**config.mk**
```make
export PLATFORM = sky130hd
export DESIGN_NAME = can_tp_rx_reassembler
export DESIGN_NICKNAME = d
export VERILOG_FILES = /design/src/design/ctrp_pkg.sv /design/src/design/ctrp_engine.sv /design/src/design/ctrp_out_buf.sv /design/src/design/can_tp_rx_reassembler.sv
export SDC_FILE = /design/constraint.sdc
export NUM_CORES = 1
export LEC_CHECK = 0
export BUFFER_PORTS_ARGS = -buffer_cell sky130_fd_sc_hd__buf_4
export CORE_MARGIN = 4
export CORE_UTILIZATION = 58
export CTS_CLUSTER_DIAMETER = 50
export DETAILED_ROUTE_END_ITERATION = 10
export PLACE_DENSITY = 0.8
export SYNTH_ARGS = -nofsm -noshare
export SYNTH_HDL_FRONTEND = slang
export SYNTH_SLANG_ARGS = --single-unit
```
**constraint.sdc**
```tcl
create_clock -name clk -period 6.7 [get_ports clk]
set_clock_uncertainty 0.05 [all_clocks]
set_input_delay 1.34 -clock clk [delete_from_list [all_inputs] [get_ports clk]]
set_output_delay 1.34 -clock clk [all_outputs]
set_load 0.1 [all_outputs]
```
**src/design/ctrp_pkg.sv**
```systemverilog
// ----------------------------------------------------------------------------
// ctrp_pkg
// Types, protocol constants and small helper functions shared by the
// transport-protocol receive reassembler.
// ----------------------------------------------------------------------------
package ctrp_pkg;

    typedef enum logic [1:0] {
        KIND_CTS     = 2'd0,
        KIND_EOM_ACK = 2'd1,
        KIND_SEGMENT = 2'd2,
        KIND_FORWARD = 2'd3
    } kind_t;

    localparam logic [7:0]  PGN_CONN_MGMT = 8'hEC;
    localparam logic [7:0]  PGN_DATA      = 8'hEB;
    localparam logic [7:0]  PRI_TP        = 8'h1C;
    localparam logic [7:0]  CTRL_RTS      = 8'h10;
    localparam logic [7:0]  CTRL_ABORT    = 8'hFF;
    localparam logic [7:0]  CTRL_CTS      = 8'd17;
    localparam logic [7:0]  CTRL_EOM_ACK  = 8'd19;
    localparam logic [7:0]  FILL_BYTE     = 8'hFF;
    localparam logic [15:0] MAX_LEN_RESET = 16'd1100;
    localparam logic [3:0]  SEG_BYTES     = 4'd7;
    localparam logic [3:0]  FULL_FRAME    = 4'd8;

    typedef struct packed {
        logic [28:0]     frame_id;
        logic [3:0]      frame_length;
        logic [7:0][7:0] data;          // data[0] is byte0
    } frame_t;

    typedef struct packed {
        kind_t           kind;
        logic [7:0]      group_code;
        logic [3:0]      count;
        logic [7:0][7:0] data;          // data[0] is out0
        logic            last;
    } result_t;

    typedef struct packed {
        logic session_open;
    } eng_status_t;

    typedef struct packed {
        logic       check;
        logic [7:0] pri;
    } pri_rule_t;

    // Priority filter for ordinary frames, keyed by the PGN byte.
    function automatic pri_rule_t needed_priority(input logic [7:0] pgn);
        pri_rule_t r;
        r.check = 1'b1;
        unique case (pgn)
            8'h27, 8'h10, 8'h1C, 8'h13: r.pri = 8'h18;
            8'h11, 8'h15, 8'h16, 8'h17: r.pri = 8'h1C;
            8'h09, 8'h19:               r.pri = 8'h10;
            8'h1E:                      r.pri = 8'h08;
            default:
            begin
                r.check = 1'b0;
                r.pri   = 8'h00;
            end
        endcase
        return r;
    endfunction

    function automatic logic allowed_group(input logic [23:0] g);
        return g == 24'h000200 || g == 24'h000600 || g == 24'h001100 ||
               g == 24'h001500 || g == 24'h001600 || g == 24'h001700;
    endfunction

    // Builds a result; bytes at or above the count read as zero.
    function automatic result_t make_result(input kind_t kind, input logic [7:0] grp,
                                            input logic [3:0] cnt,
                                            input logic [7:0][7:0] bytes,
                                            input logic last);
        result_t r;
        r.kind       = kind;
        r.group_code = grp;
        r.count      = cnt;
        r.last       = last;
        for (int i = 0; i < 8; i++)
        begin
            r.data[i] = (4'(i) < cnt) ? bytes[i] : 8'h00;
        end
        return r;
    endfunction

endpackage

```
**src/design/ctrp_engine.sv**
```systemverilog
// ----------------------------------------------------------------------------
// ctrp_engine
// Session state and the single-pass decision logic for one received frame.
// ----------------------------------------------------------------------------
module ctrp_engine
    import ctrp_pkg::*;
(
    input  logic        clk,
    input  logic        rst_n,
    input  logic        fire,
    input  frame_t      frame,
    input  logic [15:0] max_len,
    output logic [1:0]  res_n,
    output result_t     res0,
    output result_t     res1,
    output eng_status_t status
);

    logic        open_reg,   open_next;
    logic [15:0] total_reg,  total_next;
    logic [7:0]  ptotal_reg, ptotal_next;
    logic [15:0] rcv_reg,    rcv_next;
    logic [7:0]  seq_reg,    seq_next;
    logic [23:0] group_reg,  group_next;

    logic [7:0]  pri;
    logic [7:0]  pgn;
    logic [23:0] req_group;
    logic [15:0] req_len;
    logic [15:0] rem;
    logic [7:0]  mid;
    logic [3:0]  fwd_count;
    pri_rule_t   rule;

    assign pri       = {3'b000, frame.frame_id[28:24]};
    assign pgn       = frame.frame_id[23:16];
    assign req_group = {frame.data[5], frame.data[6], frame.data[7]};
    assign req_len   = {frame.data[2], frame.data[1]};
    assign rem       = total_reg - rcv_reg;
    assign mid       = group_reg[15:8];
    assign fwd_count = (frame.frame_length > FULL_FRAME) ? FULL_FRAME : frame.frame_length;
    assign rule      = needed_priority(pgn);

    always_comb
    begin
        open_next   = open_reg;
        total_next  = total_reg;
        ptotal_next = ptotal_reg;
        rcv_next    = rcv_reg;
        seq_next    = seq_reg;
        group_next  = group_reg;
        res_n       = 2'd0;
        res0        = '0;
        res1        = '0;

        priority if (pgn == PGN_CONN_MGMT)
        begin
            if (pri == PRI_TP)
            begin
                if (frame.data[0] == CTRL_RTS)
                begin
                    if (allowed_group(req_group))
                    begin
                        total_next  = req_len;
                        ptotal_next = frame.data[3];
                        rcv_next    = 16'd0;
                        seq_next    = 8'd1;
                        group_next  = req_group;
                        open_next   = (req_len <= max_len);
                        if (req_len <= max_len)
                        begin
                            res_n = 2'd1;
                            res0  = make_result(KIND_CTS, frame.data[6], FULL_FRAME,
                                        {frame.data[7], frame.data[6], frame.data[5],
                                         FILL_BYTE, FILL_BYTE, 8'd1, frame.data[3],
                                         CTRL_CTS}, 1'b1);
                        end
                    end
                end
                else if (frame.data[0] == CTRL_ABORT)
                begin
                    open_next = 1'b0;
                end
            end
        end
        else if (pgn == PGN_DATA && open_reg)
        begin
            if (pri == PRI_TP && seq_reg == frame.data[0] && seq_reg <= ptotal_reg)
            begin
                if (rem > 16'(SEG_BYTES))
                begin
                    res_n    = 2'd1;
                    res0     = make_result(KIND_SEGMENT, mid, SEG_BYTES,
                                           {8'h00, frame.data[7:1]}, 1'b0);
                    rcv_next = rcv_reg + 16'(SEG_BYTES);
                    seq_next = seq_reg + 8'd1;
                end
                else
                begin
                    // The end-of-message ack goes first, then the closing segment.
                    res_n     = 2'd2;
                    res0      = make_result(KIND_EOM_ACK, mid, FULL_FRAME,
                                    {group_reg[7:0], group_reg[15:8], group_reg[23:16],
                                     FILL_BYTE, ptotal_reg, total_reg[15:8],
                                     total_reg[7:0], CTRL_EOM_ACK}, 1'b0);
                    res1      = make_result(KIND_SEGMENT, mid, rem[3:0],
                                            {8'h00, frame.data[7:1]}, 1'b1);
                    rcv_next  = rcv_reg + rem;
                    open_next = 1'b0;
                end
            end
        end
        else
        begin
            if (!rule.check || pri == rule.pri)
            begin
                res_n = 2'd1;
                res0  = make_result(KIND_FORWARD, pgn, fwd_count, frame.data, 1'b1);
            end
        end
    end

    always_ff @(posedge clk or negedge rst_n)
    begin
        if (!rst_n)
        begin
            open_reg   <= 1'b0;
            total_reg  <= 16'd0;
            ptotal_reg <= 8'd0;
            rcv_reg    <= 16'd0;
            seq_reg    <= 8'd0;
            group_reg  <= 24'd0;
        end
        else if (fire)
        begin
            open_reg   <= open_next;
            total_reg  <= total_next;
            ptotal_reg <= ptotal_next;
            rcv_reg    <= rcv_next;
            seq_reg    <= seq_next;
            group_reg  <= group_next;
        end
    end

    assign status.session_open = open_reg;

endmodule

```
**src/design/ctrp_out_buf.sv**
```systemverilog
// ----------------------------------------------------------------------------
// ctrp_out_buf
// Two-entry result register for the output stream; push a new pair of results
// only when it will be empty after this cycle. The block does not enforce it.
// ----------------------------------------------------------------------------
module ctrp_out_buf
    import ctrp_pkg::*;
(
    input  logic    clk,
    input  logic    rst_n,
    input  logic    push,
    input  logic [1:0] res_n,
    input  result_t res0,
    input  result_t res1,
    input  logic    out_ready,
    output logic    out_valid,
    output result_t head,
    output logic    room
);

    logic [1:0] cnt_reg,  cnt_next;
    result_t    head_reg, head_next;
    result_t    tail_reg, tail_next;
    logic       pop;

    assign out_valid = (cnt_reg != 2'd0);
    assign pop       = out_valid && out_ready;
    assign room      = (cnt_reg == 2'd0) || (cnt_reg == 2'd1 && out_ready);
    assign head      = head_reg;

    always_comb
    begin
        cnt_next  = cnt_reg;
        head_next = head_reg;
        tail_next = tail_reg;
        priority if (push && res_n != 2'd0)
        begin
            head_next = res0;
            tail_next = res1;
            cnt_next  = res_n;
        end
        else if (pop)
        begin
            head_next = tail_reg;
            cnt_next  = cnt_reg - 2'd1;
        end
    end

    always_ff @(posedge clk or negedge rst_n)
    begin
        if (!rst_n)
        begin
            cnt_reg <= 2'd0;
        end
        else
        begin
            cnt_reg <= cnt_next;
        end
    end

    always_ff @(posedge clk)
    begin
        head_reg <= head_next;
        tail_reg <= tail_next;
    end

endmodule

```
**src/design/can_tp_rx_reassembler.sv**
```systemverilog
// ----------------------------------------------------------------------------
// can_tp_rx_reassembler
// Receive side of an RTS/CTS transport protocol over extended CAN frames.
// ----------------------------------------------------------------------------
// One received frame enters per request on the s_axis channel. Each frame
// gives zero, one or two results on m_axis: a CTS frame to send, an
// end-of-message ack to send, a payload segment, or a forwarded frame;
// tuser carries the kind and tlast marks the final payload segment, a CTS
// frame or a forwarded frame.
// A frame is held in an input register and decided as soon as the result
// register has room; its results are registered there and offered on m_axis
// from the result register.
// Frames giving one result can be taken every cycle while m_axis is ready; a
// frame giving two results (ack plus closing segment) fills the two-entry
// result register, and the next frame waits until it drains.
// When m_axis stalls, results stay in the result register and the input
// register fills, after which s_axis_tready falls; nothing is dropped.
// Reset closes any session, clears all session state and sets the maximum
// message length to 1100; cfg_we loads a new limit from cfg_wdata.
// ----------------------------------------------------------------------------
module can_tp_rx_reassembler
    import ctrp_pkg::*;
(
    input  logic         clk,
    input  logic         rst_n,
    input  logic         s_axis_tvalid,
    output logic         s_axis_tready,
    // frame_id[28:0], frame_length[32:29], byte0[40:33] .. byte7[96:89], zeros
    input  logic [103:0] s_axis_tdata,
    output logic         m_axis_tvalid,
    input  logic         m_axis_tready,
    // group_code[7:0], count[11:8], out0[19:12] .. out7[75:68], zeros
    output logic [79:0]  m_axis_tdata,
    // kind[1:0]
    output logic [1:0]   m_axis_tuser,
    output logic         m_axis_tlast,
    input  logic         cfg_we,
    input  logic [15:0]  cfg_wdata
);

    logic        in_valid_reg;
    frame_t      frame_reg;
    logic [15:0] max_len_reg;
    logic        room;
    logic        fire;
    logic        s_accept;
    logic [1:0]  res_n;
    result_t     res0;
    result_t     res1;
    result_t     head;
    eng_status_t status;

    assign fire          = in_valid_reg && room;
    assign s_axis_tready = !in_valid_reg || fire;
    assign s_accept      = s_axis_tvalid && s_axis_tready;

    always_ff @(posedge clk or negedge rst_n)
    begin
        if (!rst_n)
        begin
            in_valid_reg <= 1'b0;
            max_len_reg  <= MAX_LEN_RESET;
        end
        else
        begin
            if (s_accept)
            begin
                in_valid_reg <= 1'b1;
            end
            else if (fire)
            begin
                in_valid_reg <= 1'b0;
            end
            if (cfg_we)
            begin
                max_len_reg <= cfg_wdata;
            end
        end
    end

    always_ff @(posedge clk)
    begin
        if (s_accept)
        begin
            frame_reg.frame_id     <= s_axis_tdata[28:0];
            frame_reg.frame_length <= s_axis_tdata[32:29];
            frame_reg.data         <= s_axis_tdata[96:33];
        end
    end

    ctrp_engine u_engine
    (
        .clk     (clk),
        .rst_n   (rst_n),
        .fire    (fire),
        .frame   (frame_reg),
        .max_len (max_len_reg),
        .res_n   (res_n),
        .res0    (res0),
        .res1    (res1),
        .status  (status)
    );

    ctrp_out_buf u_out_buf
    (
        .clk       (clk),
        .rst_n     (rst_n),
        .push      (fire),
        .res_n     (res_n),
        .res0      (res0),
        .res1      (res1),
        .out_ready (m_axis_tready),
        .out_valid (m_axis_tvalid),
        .head      (head),
        .room      (room)
    );

    assign m_axis_tdata = {4'h0, head.data, head.count, head.group_code};
    assign m_axis_tuser = head.kind;
    assign m_axis_tlast = head.last;

    // A frame giving two results always closes the session.
    a_two_results_close: assert property (@(posedge clk) disable iff (!rst_n)
        fire && res_n == 2'd2 |=> !status.session_open)
        else $error("session still open after the closing data frame");

    // The ack is offered first and is never marked last.
    a_ack_first: assert property (@(posedge clk) disable iff (!rst_n)
        fire && res_n == 2'd2 |=> m_axis_tvalid && m_axis_tuser == KIND_EOM_ACK
                                  && !m_axis_tlast)
        else $error("end-of-message ack not at the head of the result register");

    // A held frame is not lost while the result register is full.
    a_frame_held: assert property (@(posedge clk) disable iff (!rst_n)
        in_valid_reg && !fire |=> in_valid_reg)
        else $error("pending frame vanished without being decided");

endmodule

```
After elaboration in Yosys (flattened, before gate mapping). Index checks and enable logic that the tools add are counted.

Register bits after elaboration: 347. Input bits: 125. Output and inout bits: 85. Word-level logic and storage cells: 215.

$add $sub $neg: 5. Magnitude comparators: 19. Eq/ne operators: 31. Multiplexer cells: 65. Bitwise operators: 9. Reductions and logical operators: 43.

Operators with widths (number): $mux 79 (11); $mux 8 (22); $mux 16 (7); $eq 24x13->1 const B (4); $eq 8x5->1 const B (10); $mux 77 (1); $reduce_or 5->1 (7); $lt 3x4->1 const A (7); $eq 24x10->1 const B (1); $eq 24x11->1 const B (1); $eq 8x8->1 const B (3); $pmux 5 s4 (1); $mux 2 (9); $add 16x16->16 (1); $add 16x3->16 const B (1); $gt 16x3->1 const B (1); $le 16x16->1 (1); $lt 1x4->1 const A (4); $lt 2x4->1 const A (4); $sub 16x16->16 (1); $reduce_and 7->1 (2); $reduce_bool 2->1 (7); $mux 1 (13); $reduce_or 4->1 (3); 24 further kinds (50).

Logic depth before layout (Yosys ltp). Gate-level depths: netlist of the first run.

Word-level depth: 13. Mapped depth: 24. Gate-level depth less buffers: 24.

Cells and area by module. A second synthesis of the first run with hierarchy kept.

Cell total of the unflattened synthesis: 1469. Area total of the unflattened synthesis: 17503.0 um2.

Modules (own cells, without submodules): ctrp_engine (instances 1, cells an instance 1063, area each 7936.4 um2, seq. area each 1826.8 um2); ctrp_out_buf (instances 1, cells an instance 265, area each 5915.7 um2, seq. area each 4794.6 um2); can_tp_rx_reassembler (instances 1, cells an instance 141, area each 3651.0 um2, seq. area each 3343.2 um2).

Worst setup path before layout of the first run. No wires, ideal clock.

Kind: input port to flip-flop. Start: input m_axis_tready. End: register u_out_buf.head_reg (netlist bit u_out_buf.head[10]) (data pin). Data arrival time: 4579 ps. Required time: 6271 ps. Setup slack: 1692 ps. Stages: 8. Buffers on the path: 1. Path through: a21oi_1 nor2b_1 o211ai_1 a21oi_1 nor2_1 inv_2 clkbuf_1 a31oi_1.

RTL lines: from (decl) (line can_tp_rx_reassembler.sv:31) `input logic m_axis_tready,`; to (signal assigned) (line ctrp_out_buf.sv:63) `head_reg <= head_next;`; to (decl) (line ctrp_out_buf.sv:22) `result_t head_reg, head_next;`.

Worst setup path in the final report of the first run.
Start: register u_engine.total_reg[7]. End: register u_engine.rcv_reg[14].

Word-level cells in the longest chain between the ends: 6. Elaborated cells on any way between the ends: 7. Those cells by class: 2 x add/sub; 1 x order compare; 4 x mux.

RTL lines: from (decl) (line ctrp_engine.sv:20) `logic [15:0] total_reg, total_next;`; from (signal assigned) (line ctrp_engine.sv:137) `total_reg <= total_next;`; $sub 16x16->16 * (line ctrp_engine.sv:39) `assign rem = total_reg - rcv_reg;`; $add 16x16->16 / $gt 16x3->1 (equally long branches) (line ctrp_engine.sv:108, ctrp_engine.sv:90); $mux 16 * (line ctrp_engine.sv:90) `if (rem > 16'(SEG_BYTES))`; $mux 16 * (line ctrp_engine.sv:88) `if (pri == PRI_TP && seq_reg == frame.data[0] && seq_reg <= ptotal_reg)`; $mux 16 * (line ctrp_engine.sv:86) `else if (pgn == PGN_DATA && open_reg)`; $mux 16 * (line ctrp_engine.sv:56) `priority if (pgn == PGN_CONN_MGMT)`; to (signal assigned) (line ctrp_engine.sv:139) `rcv_reg <= rcv_next;`; to (decl) (line ctrp_engine.sv:22) `logic [15:0] rcv_reg, rcv_next;`.

Mark *: on every way between the ends. The rest lies on a longest branch, timed or not. The select of a mux whose other input is x is not followed. A chain may end at the register's enable or synchronous reset.

==> results of run 1 <==
-- cells in the final DEF, fill, tap and decap left out, types with 10 or more instances in the layout --
| cell | netlist | layout |
|---|---|---|
| o21ai_0 | 79 | 79 |
| edfxtp_1 | 229 | 229 |
| and2_1 | 67 | 66 |
| or3_1 | 15 | 14 |
| nor2_1 | 97 | 95 |
| nand4_1 | 13 | 13 |
| inv_1 | 72 | 72 |
| nand3_1 | 26 | 25 |
| nor2b_1 | 14 | 14 |
| clkbuf_16 | 0 | 37 |
| nand2b_1 | 16 | 16 |
| o211a_1 | 10 | 10 |
| a221o_1 | 11 | 11 |
| xnor2_1 | 19 | 19 |
| o211ai_1 | 14 | 14 |
| o31ai_1 | 15 | 15 |
| mux2_2 | 12 | 12 |
| a21oi_1 | 59 | 58 |
| dfrtp_1 | 88 | 88 |
| nand2_1 | 164 | 164 |
| ha_1 | 57 | 57 |
| o21a_1 | 19 | 19 |
| conb_1 | 1 | 17 |
| clkbuf_1 | 48 | 10 |
| a22oi_1 | 26 | 26 |
| buf_4 | 6 | 195 |
| nor3_1 | 16 | 16 |
| mux2i_1 | 25 | 25 |
| and3_1 | 16 | 16 |
| a31oi_1 | 22 | 22 |
| o2111ai_1 | 11 | 11 |
-- metrics by stage --
step / hold WS (ps) / instances
2_1_floorplan: 394 / 1414
6_report: 433 / 1955
5_1_grt: 450 / 1955
3_3_place_gp: 411 / 1887
4_1_cts: 431 / 1955
3_5_place_dp: 415 / 1887
-- synth_stat cells (all sizes together), types with 4 or more instances --
cell type and instances:
a211oi 8, a21o 9, a21oi 60, a221o 11, a221oi 4, a22o 4
a22oi 26, a31oi 22, a32oi 9, and2 68, and3 16, buf 16
clkbuf 48, dfrtp 88, dfstp 4, edfxtp 229, ha 57, inv 73
mux2 16, mux2i 25, nand2 164, nand2b 16, nand3 26, nand4 13
nand4b 4, nor2 97, nor2b 14, nor3 16, nor3b 4, nor4 7
o2111ai 11, o211a 10, o211ai 14, o21a 19, o21ai 82, o31ai 15
or2 8, or3 15, xnor2 19, xor2 9
-- metal layers --
metal,wire [um],share of wire,track usage,up-vias
met5,0,0,0,-
met4,1420,0.034,0.0871,0
met3,4040,0.098,0.0525,94
met2,18700,0.45,0.413,636
met1,17100,0.41,0.386,5780
li1,-,-,-,5506
-- logic make-up (layout without fill, tap and decap cells) --
logic type               count (synthesis)  after routing  share of synthesized area
AND/OR/NAND/NOR                        482            482                      0.150
AO/OA/AOI/OAI                          329            329                      0.141
flip-flops                             321            321                      0.582
buffers and inverters                  137            337                     0.0367
adder cells (fa/ha/maj)                 59             59                     0.0477
multiplexers                            41             41                     0.0273
XOR/XNOR                                28             28                     0.0155
other                                    1             17                   0.000238
-- layout make-up --
| class | instances | area (sq um) | area share |
|---|---|---|---|
| well taps | 341 | 427 | 0.0229 |
| flip-flops and latches | 321 | 9180 | 0.493 |
| clock buffers | 50 | 1000 | 0.0539 |
| repair buffers | 196 | 1480 | 0.0796 |
| multi-input cells | 956 | 6100 | 0.327 |
| clock inverters | 18 | 164 | 0.00879 |
| inverters | 73 | 277 | 0.0148 |
-- worst max path at each step --
| stage | cells past startpoint | startpoint | endpoint | slack, ps |
|---|---|---|---|---|
| final | 19 | u_engine.total_reg[7]$_DFFE_PN0P_ | u_engine.rcv_reg[14]$_DFFE_PN0P_ | 790 |
| after global routing | 19 | u_engine.total_reg[7]$_DFFE_PN0P_ | u_engine.rcv_reg[14]$_DFFE_PN0P_ | 430 |
| after detailed placement | 19 | u_engine.total_reg[7]$_DFFE_PN0P_ | u_engine.rcv_reg[14]$_DFFE_PN0P_ | 930 |
| after global placement | 19 | u_engine.total_reg[7]$_DFFE_PN0P_ | u_engine.rcv_reg[14]$_DFFE_PN0P_ | 1140 |
| after CTS | 19 | u_engine.total_reg[7]$_DFFE_PN0P_ | u_engine.rcv_reg[14]$_DFFE_PN0P_ | 880 |
| after floorplan | 8 | m_axis_tready | u_out_buf.head[10]$_DFFE_PP_ | 1690 |
-- power groups by stage --
stage          registers, W  clock network (W)  logic [W]
5_1_grt             0.00335            0.00204    0.00377
6_report            0.00330            0.00194    0.00362
4_1_cts             0.00330            0.00196    0.00362
3_5_place_dp        0.00332                  0    0.00361
2_1_floorplan       0.00507                  0   0.000948
3_3_place_gp        0.00332                  0    0.00356
-- worst register-to-register path, cell delays in order (launching register included) --
cell and delay [ps]:
dfrtp_1 430, ha_1 390, a21oi_1 470, o221ai_1 250
nand2b_1 210, a32oi_1 180, or4b_2 660, nor3_1 220
and3b_1 270, nand2_1 80, ha_1 340, nor2b_1 140
o21ai_0 130, a21bo_2 270, a2111oi_0 610, nor3_1 180
o41ai_1 410, a21oi_1 150, xnor2_1 150, a22o_1 180
==> flow_summary_export.csv, run 1 <==
group,metric,value,unit
status,status,"finished clean",
setup_path,slowest_stage,"or4b_2",
logic_synthesis,async_flop_share,0.287,
power,comb_power_share,0.409,
logic_synthesis,seq_area_frac_synth,0.582,
logic_synthesis,yosysTopAreaCellShare,0.436,
clocking,cts_setup_buffers,0,
power,switching_share,0.456,
global_routing,grt_pass1_wl,63800,um
placement,place_congestion,0.864,
clocking,cts_hold_buffers,0,
clocking,cts_htree_levels,2,
power,clock_power_share,0.219,
sta,rsz0062_at_grt,"false",
logic_synthesis,synth_area_leaders,"edfxtp_1 (44%), dfrtp_1 (14%), ha_1 (4.5%), nand2_1 (3.9%), and2_1 (2.7%)",
floorplanning,die_h,173,um
logic_synthesis,netlist_area,15800,sq um
setup_path,max_stage_delay,660,ps
setup_path,ff2ff_path_depth,19,
clocking,cts_tree,"done",
sta,fmax,169,MHz
logic_synthesis,synth_edf_count,229,
sta,fin_crit_sh,0.883,
setup_path,rr_startpoint,"u_engine.total_reg[7]$_DFFE_PN0P_",
logic_synthesis,yosysWarnings,0,
logic_synthesis,synthDistinctLibCells,76,
logic_synthesis,synth_largest_area_cell,"edfxtp_1",
sta,worst_slack,786,ps
placement,dp_hpwl,28200,um
global_routing,grt_use_total,0.267,
sta,finalSetupViolCount,0,
setup_path,cp_top_family,"compound AO/OA/AOI/OAI gates",
routing,wl_per_cell,21.1,um
logic_synthesis,synthCells,1398,
floorplanning,core_area,26900,sq um
logic_synthesis,syn_avg_cell_area,11.3,sq um
power,powerDensity,476,nW/um^2
floorplanning,die-area,29900,sq um
clocking,clockBufferDepth,3,
routing,drtIter0Drc,1355,
placement,place_ws,929,ps
layout,fin_util,0.694,
sta,fin_tns_setup,0,ps
power,seq_power_share,0.373,
layout,largest_reg_flops,81,
setup_path,startpoint_type,"flip-flop",
clocking,cts-resized-gates,0,
setup_path,timing.rr.end,"u_engine.rcv_reg[14]$_DFFE_PN0P_",
power,p_int,0.00482,W
sta,relSlewSlack,0.234,
routing,drc,0,
clocking,cts_root_buf,"clkbuf_16",
hold_path,min_path_cells,1,
setup_path,arrival,6270,ps
power,irDropWorstVdd,0.586,mV
setup_path,r2r_slack,790,ps
floorplanning,initial_utilization,0.587,
clocking,clkSinkCount,321,
layout,area_growth,18.1,%
placement,io_buffer_count,182,
setup_path,worst-path-buf-inv,0,
floorplanning,fp-row-count,60,
power,p_sw,0.00404,W
global_routing,grt_max_degree,95,
logic_synthesis,ys_ff_latch,321,
layout,diodes,0,
flow_run,cap_viol_max_count,0,
clocking,clk_pin_slew_worst_paths,60,ps
layout,fin_area,18600,sq um
power,finalPower,0.00887,W
sta,hold_violations,0,
floorplanning,boundaryPins,210,
setup_path,worstPathRequired,7050,ps
hold_path,hold_start,"u_engine.group_reg[22]$_DFFE_PN0P_",
setup_path,path_cells,"ha_1 -> a21oi_1 -> o221ai_1 -> nand2b_1 -> a32oi_1 -> or4b_2 -> nor3_1 -> and3b_1 -> nand2_1 -> ha_1 -> nor2b_1 -> o21ai_0 -> a21bo_2 -> a2111oi_0 -> nor3_1 -> o41ai_1 -> a21oi_1 -> xnor2_1 -> a22o_1",
layout,drive_gt1_frac,0.179,
floorplanning,fp.dieW,173,um
setup_path,critical_path.max_fanout,7,
layout,nNetsFinal,1769,
routing,wl,41200,um
setup_path,crit_type,"reg -> reg",
routing,postRouteAntennaNets,0,
sta,min_period,5910,ps
sta,drv_slew,0,
hold_path,hold_end,"u_engine.group_reg[22]$_DFFE_PN0P_",
logic_synthesis,synth_top_flop_cell,"edfxtp_1",
clocking,cts_inserted_buffers,37,
layout,final.fill_count,1936,
routing,vias,12016,
setup_path,crit_path_end_kind,"flip-flop",
power,p_leak,7.74,nW
placement,place_area,17500,sq um
hold_path,hold_path.class,"reg -> reg",
global_routing,grt_antenna_before_repair,0,
global_routing,overflow,0,
clocking,insertion_delay,540,ps
global_routing,grt_pass1_vias,11388,
routing,via_per_inst,6.15,
sta,worst_pin_slew,1150,ps
routing,drt-pass1-iter-count,5,
No activity file was read; power rests on OpenSTA's default activity.
==> run 2, diff against run 1 <==
==> constraint.sdc (replaced) <==
create_clock -name clk -period 5.9 [get_ports clk]
set_clock_uncertainty 0.05 [all_clocks]
set_input_delay 1.77 -clock clk [delete_from_list [all_inputs] [get_ports clk]]
set_output_delay 1.77 -clock clk [all_outputs]
set_load 0.1 [all_outputs]
==> flow_summary_export.csv, run 2 (synthesis gave the netlist of run 1 again) <==
group,metric,value,unit
global_routing,grt_pass1_vias,11569,
sta,finalSetupViolCount,0,
setup_path,slowest_stage,"or4b_2",
placement,place_congestion,0.849,
setup_path,path_cells,"inv_1 -> ha_1 -> inv_1 -> fa_1 -> a21o_1 -> a21oi_2 -> or2_1 -> mux2i_1 -> or4b_2 -> nor3_1 -> and3b_1 -> nand2_1 -> ha_1 -> nor2b_1 -> o21ai_0 -> a21bo_2 -> a2111oi_1 -> buf_4 -> nor3_1 -> o41ai_1 -> a21oi_1 -> xnor2_1 -> a22o_1",
setup_path,ff2ff_path_depth,23,
setup_path,cp_top_family,"compound AO/OA/AOI/OAI gates",
routing,postRouteAntennaNets,0,
sta,worst_pin_slew,1260,ps
status,status,"finished clean",
layout,drive_gt1_frac,0.179,
power,irDropWorstVdd,0.553,mV
global_routing,grt.met1_usage,0.379,
clocking,insertion_delay,520,ps
flow_run,cap_viol_max_count,0,
routing,wl,41400,um
layout,fin_area,18800,sq um
clocking,cts_hold_buffers,0,
layout,layout_commonest_cell,"edfxtp_1",
setup_path,critical_path.max_fanout,5,
routing,wl_per_cell,21.1,um
floorplanning,die-area,29900,sq um
placement,io_buffer_count,182,
routing,drc,0,
routing,drt-pass1-iter-count,6,
sta,fin_tns_setup,0,ps
sta,min_period,5550,ps
floorplanning,initial_utilization,0.587,
clocking,clkSinkCount,321,
clocking,cts_inserted_buffers,38,
setup_path,worst-path-buf-inv,3,
layout,final.fill_count,1872,
setup_path,r2r_slack,350,ps
global_routing,grt_pass1_wl,64400,um
clocking,cts_root_buf,"clkbuf_16",
placement,place_area,17500,sq um
global_routing,grt_antenna_before_repair,0,
setup_path,worstPathRequired,6230,ps
placement,dp_hpwl,28800,um
setup_path,crit_type,"reg -> reg",
layout,regArea,9180,sq um
layout,multi_input_area,6100,sq um
setup_path,timing.rr.end,"u_engine.rcv_reg[14]$_DFFE_PN0P_",
clocking,clockBufferDepth,3,
setup_path,endpoint,"u_engine.rcv_reg[14]$_DFFE_PN0P_",
routing,vias,12114,
global_routing,use_met2,0.413,
sta,rsz0062_at_grt,"false",
global_routing,grt_busiest_layer,"met2",
setup_path,cp.depth,23,
routing,via_per_inst,6.16,
setup_path,arrival,5880,ps
global_routing,use_met3,0.0592,
power,p_leak,7.80,nW
layout,final_cell_mix,"edfxtp_1 (229), buf_4 (204), nand2_1 (164)",
setup_path,rr_startpoint,"u_engine.total_reg[0]$_DFFE_PN0P_",
sta,fmax,180,MHz
floorplanning,core_area,26900,sq um
global_routing,grt_max_degree,82,
floorplanning,fp-row-count,60,
layout,nNetsFinal,1779,
routing,drtIter0Drc,1399,
layout,largest_reg_flops,81,
global_routing,grt_use_total,0.269,
setup_path,crit_path_end_kind,"flip-flop",
sta,hold_violations,0,
clocking,cts_tree,"done",
global_routing,overflow,0,
sta,fin_crit_sh,0.941,
sta,relSlewSlack,0.155,
clocking,cts_setup_buffers,0,
setup_path,startpoint_type,"flip-flop",
sta,drv_slew,0,
setup_path,startpoint,"u_engine.total_reg[0]$_DFFE_PN0P_",
floorplanning,boundaryPins,210,
floorplanning,fp.dieW,173,um
clocking,clk_pin_slew_worst_paths,60,ps
clocking,cts-resized-gates,0,
hold_path,min_path_cells,1,
power,powerDensity,542,nW/um^2
clocking,cts_htree_levels,2,
hold_path,hold_path.class,"reg -> reg",
layout,area_growth,18.9,%
setup_path,max_stage_delay,690,ps
floorplanning,die_h,173,um
[run 2: cell count changes in the layout (fill, tap and decap cells not counted), moves of 3 or more]
cell	delta
clkbuf_1	+7
clkinv_2	-4
buf_4	+9
clkinvlp_4	-3
inv_6	-4
bufinv_16	+3
[run 2: where the power goes]
part / leakage, nW / total (W) / switching, W / internal [W]
clock: 0.581 / 0.00229 / 0.000897 / 0.00139
combinational: 3.84 / 0.00414 / 0.00329 / 0.000845
sequential: 3.38 / 0.00374 / 0.000371 / 0.00337
total: 7.80 / 0.0102 / 0.00456 / 0.00561
[run 2: worst reg2reg max path: cells and delay by family, from the launching register on]
family	cells	cell delay [ps]
compound gates	8	1880
xor+xnor	1	150
fa+ha+maj	3	920
buf+inv	3	310
flops	1	390
mux	1	90
simple gates	7	1640
[run 2: worst min path at each step]
stage | start | endpoint | slack, ps
2_1_floorplan | u_engine.group_reg[22]$_DFFE_PN0P_ | u_engine.group_reg[22]$_DFFE_PN0P_ | 390
3_3_place_gp | u_engine.group_reg[22]$_DFFE_PN0P_ | u_engine.group_reg[22]$_DFFE_PN0P_ | 410
3_5_place_dp | u_engine.group_reg[22]$_DFFE_PN0P_ | u_engine.group_reg[22]$_DFFE_PN0P_ | 420
4_1_cts | u_engine.group_reg[22]$_DFFE_PN0P_ | u_engine.group_reg[22]$_DFFE_PN0P_ | 440
5_1_grt | u_engine.group_reg[18]$_DFFE_PN0P_ | u_engine.group_reg[18]$_DFFE_PN0P_ | 450
6_report | u_engine.group_reg[16]$_DFFE_PN0P_ | u_engine.group_reg[16]$_DFFE_PN0P_ | 440
[run 2: layer usage]
metal  wire, um  part of all wire
met1      16800              0.41
met2      18900              0.46
met3       4130              0.10
met4       1660             0.040
met5          0                 0
[run 2: stage by stage]
step	hold WS, ps	total power, W	setup slack (ps)	util	std cells
after floorplan	394	0.00683	462	-	1414
after global placement	411	0.00781	426	0.653	1896
after detailed placement	418	0.00789	387	0.653	1896
after CTS	437	0.0102	332	0.698	1964
after global routing	450	0.0105	9.47	0.698	1964
final	435	0.0102	350	0.698	1965
[run 2: cell type report]
type | instances | area share
inverters | 73 | 0.0147
well taps | 341 | 0.0227
flip-flops and latches | 321 | 0.490
repair buffers | 205 | 0.0827
multi-input cells | 956 | 0.325
clock inverters | 12 | 0.00974
diodes | 1 | 0.000133
clock buffers | 56 | 0.0548
==> run 3, diff against run 2 <==
- CORE_MARGIN: 4 -> default
==> flow_summary_export.csv, run 3 (synthesis gave the netlist of run 1 again) <==
group,metric,value,unit
sta,relSlewSlack,0.238,
floorplanning,boundaryPins,210,
setup_path,crit_type,"reg -> reg",
floorplanning,fp.dieW,167,um
floorplanning,initial_utilization,0.589,
sta,whs,440,ps
placement,io_buffer_count,182,
sta,fin_tns_setup,0,ps
routing,drtIter0Drc,1385,
routing,drt-pass1-iter-count,9,
global_routing,grt_pass1_wl,64000,um
clocking,cts_inserted_buffers,36,
sta,worst_pin_slew,1140,ps
power,p_leak,7.76,nW
routing,vias,12067,
clocking,clkSinkCount,321,
setup_path,worstPathRequired,6250,ps
clocking,cts_htree_levels,2,
status,status,"complete, but fails checks",
global_routing,overflow,0,
floorplanning,die-area,27900,sq um
setup_path,startpoint_type,"flip-flop",
routing,wl_per_cell,21.1,um
clocking,cts_tree,"done",
layout,final_cell_mix,"edfxtp_1 (229), buf_4 (200), nand2_1 (164)",
status,violations,"design-rule violations",
sta,finalSetupViolCount,0,
setup_path,crit_path_end_kind,"flip-flop",
routing,wl,41400,um
clocking,insertion_delay,530,ps
global_routing,grt_use_total,0.298,
floorplanning,fp-row-count,60,
sta,fin_crit_sh,0.931,
sta,rsz0062_at_grt,"false",
sta,min_period,5490,ps
sta,hold_violations,0,
sta,fmax,182,MHz
layout,area_growth,18.3,%
clocking,cts_root_buf,"clkbuf_16",
routing,via_per_inst,6.16,
layout,diodes,0,
setup_path,arrival,5840,ps
global_routing,grt_antenna_before_repair,0,
layout,layout_commonest_cell,"edfxtp_1",
clocking,clockBufferDepth,3,
layout,nNetsFinal,1773,
routing,postRouteAntennaNets,0,
hold_path,hold_path.class,"reg -> reg",
layout,largest_reg_flops,81,
layout,final.fill_count,1873,
global_routing,grt_pass1_vias,11596,
power,irDropWorstVdd,0.878,mV
placement,place_congestion,0.889,
floorplanning,core_area,26800,sq um
routing,drc,1,
global_routing,grt_max_degree,91,
setup_path,critical_path.max_fanout,5,
placement,dp_hpwl,28000,um
power,powerDensity,538,nW/um^2
sta,drv_slew,0,
clocking,clk_pin_slew_worst_paths,60,ps
flow_run,cap_viol_max_count,0,
floorplanning,die_h,167,um
layout,drive_gt1_frac,0.180,
## run 3: cell count changes in the layout (fill, tap and decap cells not counted), sizes merged
cell,change
clkbuf,-5
bufinv,-3
diode,-1
buf,-4
clkinv,+7
inv,-2
clkinvlp,+1
## run 3: area by class of cell
class / instances / area, sq um / share of cell area
Timing Repair Buffer: 201 / 1520 / 0.0815
Sequential cell: 321 / 9180 / 0.492
Clock buffer: 51 / 1020 / 0.0546
Multi-Input combinational cell: 956 / 6120 / 0.328
Tap cell: 341 / 427 / 0.0229
Inverter: 73 / 277 / 0.0148
Clock inverter: 15 / 119 / 0.00637
## run 3: worst max-delay path, cell delays in order (launching register included)
cell	delay, ps
dfrtp_1	400
inv_1	80
ha_1	160
inv_1	60
fa_1	410
a21o_1	250
a21oi_2	180
or2_1	190
mux2i_1	90
or4b_2	690
nor3_1	180
and3b_1	270
nand2_1	90
ha_1	340
nor2b_1	140
o21ai_0	120
a21bo_2	270
a2111oi_2	350
buf_4	180
nor3_1	50
o41ai_1	370
a21oi_1	140
xnor2_1	140
a22o_1	180
## run 3: per-stage QoR
step                      setup slack, ps  instance area (sq um)  std cells  utilization  power, W
after CTS                             252                  18700       1958        0.696    0.0100
after floorplan                       462                  15800       1414            -   0.00683
after detailed placement              305                  17500       1892        0.654   0.00788
after global placement                377                  17500       1892        0.654   0.00781
final                                 409                  18700       1958        0.696    0.0100
after global routing                 50.3                  18700       1958        0.696    0.0104
## run 3: power breakdown
| part | switching (W) | internal, W |
|---|---|---|
| registers | 0.000369 | 0.00337 |
| logic | 0.00329 | 0.000851 |
| clock network | 0.000902 | 0.00126 |
| total | 0.00456 | 0.00548 |
## run 3: per-layer routing
layer / wire, um / GRT usage / vias up
li1: - / - / 5508
met1: 17100 / 0.415 / 5794
met2: 19000 / 0.461 / 677
met3: 3970 / 0.0573 / 88
met4: 1370 / 0.122 / 0
met5: 0 / 0 / -
## run 3: path summary, 6_finish.rpt
path / startpoint / endpoint / slack (ps) / cells past startpoint
setup / recovery: u_engine.total_reg[0]$_DFFE_PN0P_ / u_engine.rcv_reg[14]$_DFFE_PN0P_ / 410 / 23
hold / removal: u_engine.group_reg[21]$_DFFE_PN0P_ / u_engine.group_reg[21]$_DFFE_PN0P_ / 440 / 1
setup reg to reg: u_engine.total_reg[0]$_DFFE_PN0P_ / u_engine.rcv_reg[14]$_DFFE_PN0P_ / 410 / 23
hold reg to reg: u_engine.group_reg[21]$_DFFE_PN0P_ / u_engine.group_reg[21]$_DFFE_PN0P_ / 440 / 1
max in group asynchronous: rst_n / u_engine.status$_DFFE_PN0P_ / 3450 / 2
min in group asynchronous: rst_n / max_len_reg[9]$_DFFE_PN0P_ / 1280 / 1
## run 3: what timing repair did
item | in CTS | in global routing
endpoints found under the hold margin | 0 | 0
gates resized for setup | 0 | 3
endpoints found under the setup margin | 0 | 2
hold buffers | 0 | 0
buffers inserted | 0 | 0
